**src/rtl/t1cs_pkg.sv**
```systemverilog
package t1cs_pkg;

  // Key schedule constants
  localparam logic [15:0] KEY_MUL   = 16'd52845;
  localparam logic [15:0] KEY_ADD   = 16'd22719;
  localparam logic [15:0] KEY_RESET = 16'd4330;

  // Number packing constants
  localparam logic [7:0] SMALL_BIAS = 8'd139;
  localparam logic [7:0] POS_LEAD   = 8'd247;
  localparam logic [7:0] NEG_LEAD   = 8'd251;
  localparam logic [7:0] LONG_LEAD  = 8'd255;
  localparam logic signed [31:0] SMALL_MAX = 32'sd107;
  localparam logic signed [31:0] MID_MIN   = 32'sd108;
  localparam logic signed [31:0] MID_MAX   = 32'sd1131;

  // Item kinds carried in tuser (code 3 is unused)
  typedef enum logic [1:0] {
    CMD_BEGIN  = 2'd0,
    CMD_NUMBER = 2'd1,
    CMD_OPCODE = 2'd2
  } cmd_e;

  typedef enum logic {
    ST_IDLE = 1'b0,
    ST_EMIT = 1'b1
  } state_e;

  // Controller to datapath
  typedef struct packed {
    logic load;   // capture a packed item into the byte buffer
    logic rekey;  // reload the running key from the initial key
    logic push;   // encrypt the head byte into the output register
  } dp_cmd_t;

  // Datapath to controller
  typedef struct packed {
    logic out_free;   // output register can take a byte this cycle
    logic last_byte;  // head byte is the final one of the item
  } dp_status_t;

endpackage

```
**src/rtl/type1_charstring_encode_encrypt.sv**
```systemverilog
// Type 1 charstring encoder and encryptor. Each input beat carries one token:
// a begin item reloads the running key from the initial-key register and gives
// no output; a number is packed into one, two or five bytes; an opcode byte
// passes as is. Every byte leaves encrypted, with tlast on the final byte of
// its token. A begin item or an unused kind leaves the block idle; a number or
// opcode is accepted and its bytes are then pushed in order, paced by the key
// recurrence, which runs one byte per cycle through a single 16x16 multiplier
// while the output register is free. The input is ready again as soon as the final
// byte enters the output register, so a new token is accepted while that byte
// still waits downstream. Write the initial key only while the block is idle.
module type1_charstring_encode_encrypt (
  input  logic        clk_i,
  input  logic        rst_ni,
  input  logic        cfg_we_i,
  input  logic [15:0] cfg_wdata_i,
  input  logic        s_axis_tvalid,
  output logic        s_axis_tready,
  input  logic [31:0] s_axis_tdata,   // [31:0] value
  input  logic [1:0]  s_axis_tuser,   // [1:0] cmd
  output logic        m_axis_tvalid,
  input  logic        m_axis_tready,
  output logic [7:0]  m_axis_tdata,   // [7:0] cipher_byte
  output logic        m_axis_tlast
);

  t1cs_pkg::dp_cmd_t    dp_cmd;
  t1cs_pkg::dp_status_t dp_status;

  t1cs_ctrl u_ctrl (
    .clk_i         (clk_i),
    .rst_ni        (rst_ni),
    .s_axis_tvalid (s_axis_tvalid),
    .s_axis_tready (s_axis_tready),
    .s_axis_tuser  (s_axis_tuser),
    .status_i      (dp_status),
    .cmd_o         (dp_cmd)
  );

  t1cs_dp u_dp (
    .clk_i         (clk_i),
    .rst_ni        (rst_ni),
    .cmd_i         (dp_cmd),
    .status_o      (dp_status),
    .item_cmd_i    (s_axis_tuser),
    .item_value_i  (s_axis_tdata),
    .cfg_we_i      (cfg_we_i),
    .cfg_wdata_i   (cfg_wdata_i),
    .m_axis_tvalid (m_axis_tvalid),
    .m_axis_tready (m_axis_tready),
    .m_axis_tdata  (m_axis_tdata),
    .m_axis_tlast  (m_axis_tlast)
  );

endmodule

```
**src/rtl/t1cs_ctrl.sv**
```systemverilog
module t1cs_ctrl (
  input  logic                  clk_i,
  input  logic                  rst_ni,
  input  logic                  s_axis_tvalid,
  output logic                  s_axis_tready,
  input  logic [1:0]            s_axis_tuser,
  input  t1cs_pkg::dp_status_t  status_i,
  output t1cs_pkg::dp_cmd_t     cmd_o
);

  t1cs_pkg::state_e state_q, state_d;
  logic             accept;

  // State register
  always_ff @(posedge clk_i or negedge rst_ni) begin
    if (!rst_ni) begin
      state_q <= t1cs_pkg::ST_IDLE;
    end else begin
      state_q <= state_d;
    end
  end

  assign s_axis_tready = (state_q == t1cs_pkg::ST_IDLE);
  assign accept        = s_axis_tvalid && s_axis_tready;

  // Next state and datapath commands
  always_comb begin
    state_d = state_q;
    cmd_o   = '0;
    unique case (state_q)
      t1cs_pkg::ST_IDLE: begin
        if (accept) begin
          unique case (s_axis_tuser)
            t1cs_pkg::CMD_BEGIN: cmd_o.rekey = 1'b1;
            t1cs_pkg::CMD_NUMBER,
            t1cs_pkg::CMD_OPCODE: begin
              cmd_o.load = 1'b1;
              state_d    = t1cs_pkg::ST_EMIT;
            end
            default: ;  // unused code: drop the beat
          endcase
        end
      end
      t1cs_pkg::ST_EMIT: begin
        if (status_i.out_free) begin
          cmd_o.push = 1'b1;
          if (status_i.last_byte) begin
            state_d = t1cs_pkg::ST_IDLE;
          end
        end
      end
      default: state_d = t1cs_pkg::ST_IDLE;
    endcase
  end

  // Bytes are only pushed while emitting
  assert property (@(posedge clk_i) disable iff (!rst_ni)
    cmd_o.push |-> state_q == t1cs_pkg::ST_EMIT)
    else $error("push outside emit state");

  // A loaded item always leads to emission
  assert property (@(posedge clk_i) disable iff (!rst_ni)
    cmd_o.load |=> state_q == t1cs_pkg::ST_EMIT)
    else $error("load did not start emission");

  // Final byte pushed returns the controller to idle
  assert property (@(posedge clk_i) disable iff (!rst_ni)
    (cmd_o.push && status_i.last_byte) |=> s_axis_tready)
    else $error("not idle after final byte");

endmodule

```
**src/rtl/t1cs_dp.sv**
```systemverilog
module t1cs_dp (
  input  logic                  clk_i,
  input  logic                  rst_ni,
  input  t1cs_pkg::dp_cmd_t     cmd_i,
  output t1cs_pkg::dp_status_t  status_o,
  input  logic [1:0]            item_cmd_i,
  input  logic [31:0]           item_value_i,
  input  logic                  cfg_we_i,
  input  logic [15:0]           cfg_wdata_i,
  output logic                  m_axis_tvalid,
  input  logic                  m_axis_tready,
  output logic [7:0]            m_axis_tdata,
  output logic                  m_axis_tlast
);

  logic [15:0]        init_key_q;
  logic [15:0]        key_q, key_d;
  logic [4:0][7:0]    buf_q, buf_d;
  logic [2:0]         rem_q, rem_d;
  logic               out_valid_q;
  logic [7:0]         out_data_q;
  logic               out_last_q;

  logic signed [31:0] n;
  logic signed [31:0] pos_m, neg_m;
  logic               is_small, is_pos, is_neg;
  logic [7:0]         cipher;
  logic [15:0]        key_sum;
  logic [31:0]        key_prod;

  // Initial key register
  always_ff @(posedge clk_i or negedge rst_ni) begin
    if (!rst_ni) begin
      init_key_q <= t1cs_pkg::KEY_RESET;
    end else if (cfg_we_i) begin
      init_key_q <= cfg_wdata_i;
    end
  end

  // Classify the number and form the two-byte offsets
  assign n        = $signed(item_value_i);
  assign is_small = (n >= -t1cs_pkg::SMALL_MAX) && (n <= t1cs_pkg::SMALL_MAX);
  assign is_pos   = (n >= t1cs_pkg::MID_MIN) && (n <= t1cs_pkg::MID_MAX);
  assign is_neg   = (n >= -t1cs_pkg::MID_MAX) && (n <= -t1cs_pkg::MID_MIN);
  assign pos_m    = n - t1cs_pkg::MID_MIN;
  assign neg_m    = -n - t1cs_pkg::MID_MIN;

  // Pack on load, shift one byte out on push
  always_comb begin
    buf_d = buf_q;
    rem_d = rem_q;
    if (cmd_i.load) begin
      buf_d = '0;
      if (item_cmd_i == t1cs_pkg::CMD_OPCODE) begin
        buf_d[0] = item_value_i[7:0];
        rem_d    = 3'd0;
      end else if (is_small) begin
        buf_d[0] = item_value_i[7:0] + t1cs_pkg::SMALL_BIAS;
        rem_d    = 3'd0;
      end else if (is_pos) begin
        buf_d[0] = t1cs_pkg::POS_LEAD + {6'd0, pos_m[9:8]};
        buf_d[1] = pos_m[7:0];
        rem_d    = 3'd1;
      end else if (is_neg) begin
        buf_d[0] = t1cs_pkg::NEG_LEAD + {6'd0, neg_m[9:8]};
        buf_d[1] = neg_m[7:0];
        rem_d    = 3'd1;
      end else begin
        buf_d[0] = t1cs_pkg::LONG_LEAD;
        buf_d[1] = item_value_i[31:24];
        buf_d[2] = item_value_i[23:16];
        buf_d[3] = item_value_i[15:8];
        buf_d[4] = item_value_i[7:0];
        rem_d    = 3'd4;
      end
    end else if (cmd_i.push) begin
      buf_d = {8'd0, buf_q[4:1]};
      rem_d = rem_q - 3'd1;
    end
  end

  always_ff @(posedge clk_i) begin
    buf_q <= buf_d;
    rem_q <= rem_d;
  end

  // Encrypt the head byte and advance the key
  assign cipher   = buf_q[0] ^ key_q[15:8];
  assign key_sum  = {8'd0, cipher} + key_q;
  assign key_prod = 32'(key_sum) * 32'(t1cs_pkg::KEY_MUL);

  always_comb begin
    key_d = key_q;
    if (cmd_i.rekey) begin
      key_d = init_key_q;
    end else if (cmd_i.push) begin
      key_d = key_prod[15:0] + t1cs_pkg::KEY_ADD;
    end
  end

  always_ff @(posedge clk_i or negedge rst_ni) begin
    if (!rst_ni) begin
      key_q <= t1cs_pkg::KEY_RESET;
    end else begin
      key_q <= key_d;
    end
  end

  // Output register: hold until the beat is taken
  always_ff @(posedge clk_i or negedge rst_ni) begin
    if (!rst_ni) begin
      out_valid_q <= 1'b0;
    end else if (cmd_i.push) begin
      out_valid_q <= 1'b1;
    end else if (m_axis_tready) begin
      out_valid_q <= 1'b0;
    end
  end

  always_ff @(posedge clk_i) begin
    if (cmd_i.push) begin
      out_data_q <= cipher;
      out_last_q <= (rem_q == 3'd0);
    end
  end

  assign m_axis_tvalid      = out_valid_q;
  assign m_axis_tdata       = out_data_q;
  assign m_axis_tlast       = out_last_q;
  assign status_o.out_free  = !out_valid_q || m_axis_tready;
  assign status_o.last_byte = (rem_q == 3'd0);

  // Never overwrite a beat that is still waiting
  assert property (@(posedge clk_i) disable iff (!rst_ni)
    cmd_i.push |-> (!out_valid_q || m_axis_tready))
    else $error("output beat overwritten");

  // A begin item loads the configured key
  assert property (@(posedge clk_i) disable iff (!rst_ni)
    cmd_i.rekey |=> key_q == $past(init_key_q))
    else $error("key not reloaded");

  // Loaded items hold at most five bytes
  assert property (@(posedge clk_i) disable iff (!rst_ni)
    cmd_i.load |=> rem_q <= 3'd4)
    else $error("byte count out of range");

endmodule

```
**config.mk**
```make
export PLATFORM = sky130hd
export DESIGN_NAME = type1_charstring_encode_encrypt
export DESIGN_NICKNAME = d
export VERILOG_FILES = /design/src/rtl/t1cs_pkg.sv /design/src/rtl/type1_charstring_encode_encrypt.sv /design/src/rtl/t1cs_ctrl.sv /design/src/rtl/t1cs_dp.sv
export SDC_FILE = /design/constraint.sdc
export NUM_CORES = 1
export LEC_CHECK = 0
export BUFFER_PORTS_ARGS = -buffer_cell sky130_fd_sc_hd__buf_4
export CORE_ASPECT_RATIO = 1.4
export CORE_UTILIZATION = 47
export DETAILED_ROUTE_END_ITERATION = 10
export GPL_ROUTABILITY_DRIVEN = 0
export MAX_ROUTING_LAYER = met4
export PLACE_DENSITY = 0.61
export SYNTH_ARGS = -nofsm -noshare
export SYNTH_HDL_FRONTEND = slang
export SYNTH_SLANG_ARGS = --single-unit
```
**constraint.sdc**
```tcl
create_clock -name clk_i -period 10.23 [get_ports clk_i]
set_input_delay 2.046 -clock clk_i [delete_from_list [all_inputs] [get_ports clk_i]]
set_output_delay 2.046 -clock clk_i [all_outputs]
set_load 0.03 [all_outputs]
```
==> run metrics <==
I/O Pins 66; Final Cycle Share 71.1%; Yosys cell types 59; Clk pin slew, worst setup/hold paths 0.07 ns; Num CTS Buffers 9; Setup crit end kind flip-flop; area of the mapped netlist 0.00741 mm2; Buffers on Ports 65; hold_buf cts 0; Critical Path Start Type flip-flop; Yosys reg bits 86; max incr delay on CP 0.53 ns; synthesis-to-finish area growth 12.5%; largest net degree at the start of global routing 44; share of layout cells above drive strength 1 15.1%; Avg WL per Cell 19.3 um; CTS max path bufs 2; Placeable Area 0.0152 mm2; Syn Inst Count 731; H-tree depth 3; vias in the first global route 5885; die span in x 108 um; Worst Path Max Fanout 9; top cells by area in the synthesized netlist edfxtp_1 21%, ha_1 15%, fa_1 12%, dfrtp_1 7.4%, inv_1 5.5%; Rel. slew slack 22.2%; Worst-Skew Late Latency 0.34 ns; Slew Viols, Final 0; initial DRC count 231; final hold violations 0; Worst path slowest cell dfrtp_1; TritonCTS clock tree done; TritonRoute pass-1 iters 5; worst endpoint data arrival time 7.46 ns; top_reg_cell synth edfxtp_1; Peak Freq 138 MHz; DRC Markers 0; outcome complete, no violations; Post-Syn Nets 915; drt via density 5.74; # rows 53; # nets final 968; top post-synthesis cells by count 108 x inv_1, 86 x ha_1, 52 x edfxtp_1, 47 x nand2_1, 43 x fa_1; final setup TNS 0 ns; GRT Overall Usage 25.8%; post-CTS setup buffer count 0; post-synthesis average cell area 10.1 um2; Setup crit start u_dp.key_q[8]$_DFFE_PN0P_; Tightest Pin Transition 1.16 ns; Clock Skew 0.00785 ns; RSZ-0062 raised after global routing no; Congestion Overflow GR 0; crit path kind flip-flop to flip-flop; CTS Root Cell clkbuf_16; Initial Utilization 48.8%; Antenna Nets Post-Route 0; WL final 19000 um; worst hold start u_dp.key_q[3]$_DFFE_PN1P_; vias post-DR 5629; share of the synthesized area in the top cell type 21.1%; DP Wirelength 15500 um; Critical Path Most Common Cell inv_1; clk sinks 86; ys async rst share 39.5%; die footprint 0.0163 mm2; Hold Crit Class flip-flop to flip-flop; EDFF count, synth 52; post-CTS resize count 0; final setup violating endpoints 0; fin crit period 7.27 ns; initial antenna violation count 0; Max-Cap Viols 0; Seq/Total Area, Yosys 32.8%; WP data required 10.42 ns; reg2reg start u_dp.key_q[8]$_DFFE_PN0P_; Die Ht 151 um; Yosys warnings 0; first-pass GRT wire length 30300 um; most common cell in the netlist inv_1; ant diodes 0; cell accounting for the most synthesized area edfxtp_1
## state kept, by name, indices dropped and copies added (netlist names)
signal              count
u_ctrl.state_q          1
u_dp.m_axis_tdata       8
u_dp.init_key_q        16
u_dp.m_axis_tlast       1
u_dp.rem_q              3
u_dp.buf_q             40
u_dp.m_axis_tvalid      1
u_dp.key_q             16
## area by class of cell
| class | count | area [um2] |
|---|---|---|
| Tap cell | 192 | 240 |
| Multi-Input combinational cell | 509 | 4450 |
| Clock inverter | 6 | 48.8 |
| Sequential cell | 86 | 2430 |
| Timing Repair Buffer | 70 | 526 |
| Inverter | 108 | 405 |
| Clock buffer | 10 | 239 |
| Fill cell | 1367 | 6850 |
## critical path, delay by kind of cell (launching register included)
kind | cells | cell delay (ns)
adder cells (fa/ha/maj) | 9 | 3.62
AO/OA/AOI/OAI | 7 | 1.31
AND/OR/NAND/NOR | 5 | 0.69
XOR/XNOR | 3 | 0.57
flip-flops | 1 | 0.53
buffers and inverters | 7 | 0.38
## per-stage QoR
step	hold WS (ns)	cell area, um2	utilization, %	instances	setup slack [ns]
finish	0.475	8340	54.9	981	2.96
global route	0.502	8340	54.9	981	2.39
CTS	0.478	8340	54.9	981	2.97
detailed placement	0.466	8050	53.0	965	2.99
global placement	0.463	8050	53.0	965	3.18
floorplan	0.442	7410	-	731	3.53
## kinds of logic after synthesis
kind of cell | synth area share [%]
buffers and inverters | 7.18
muxes | 2.70
xor gates and xnor gates | 7.34
AOI/OAI and AO/OA | 14.6
adders and majority gates | 26.1
DFF | 32.8
and+or+nand+nor | 9.25
## layout by cell type (no fill, tap or decap), drive strengths merged, types with 22 or more instances in the layout
cell / n
dfrtp: 22
a21oi: 25
nor2: 32
inv: 112
o21ai: 40
ha: 86
xor2: 22
buf: 70
fa: 43
edfxtp: 52
xnor2: 35
nand2: 47
## worst paths after layout
check                      cells after the start  slack, ns                              to
setup / recovery                              31       2.96      u_dp.key_q[13]$_DFFE_PN0P_
hold / removal                                 2       0.47       u_dp.key_q[3]$_DFFE_PN1P_
setup reg to reg                              31       2.96      u_dp.key_q[13]$_DFFE_PN0P_
hold reg to reg                                2       0.47       u_dp.key_q[3]$_DFFE_PN1P_
max in group asynchronous                      1       8.22  u_dp.init_key_q[7]$_DFFE_PN1P_
min in group asynchronous                      1       1.65       u_dp.key_q[4]$_DFFE_PN0P_
## metal layers
metal	global-route usage, %	part of all wire, %	vias to the layer above	routed length [um]
met1	26.1	36	2758	6770
met4	12.3	4.0	0	767
met3	2.47	3.2	44	610
met2	49.0	57	171	10800
met5	-	0	-	0
li1	-	-	2656	-
Power is not shown: default switching activity piles up to over one toggle a cycle in this logic, so the estimate is an artifact.
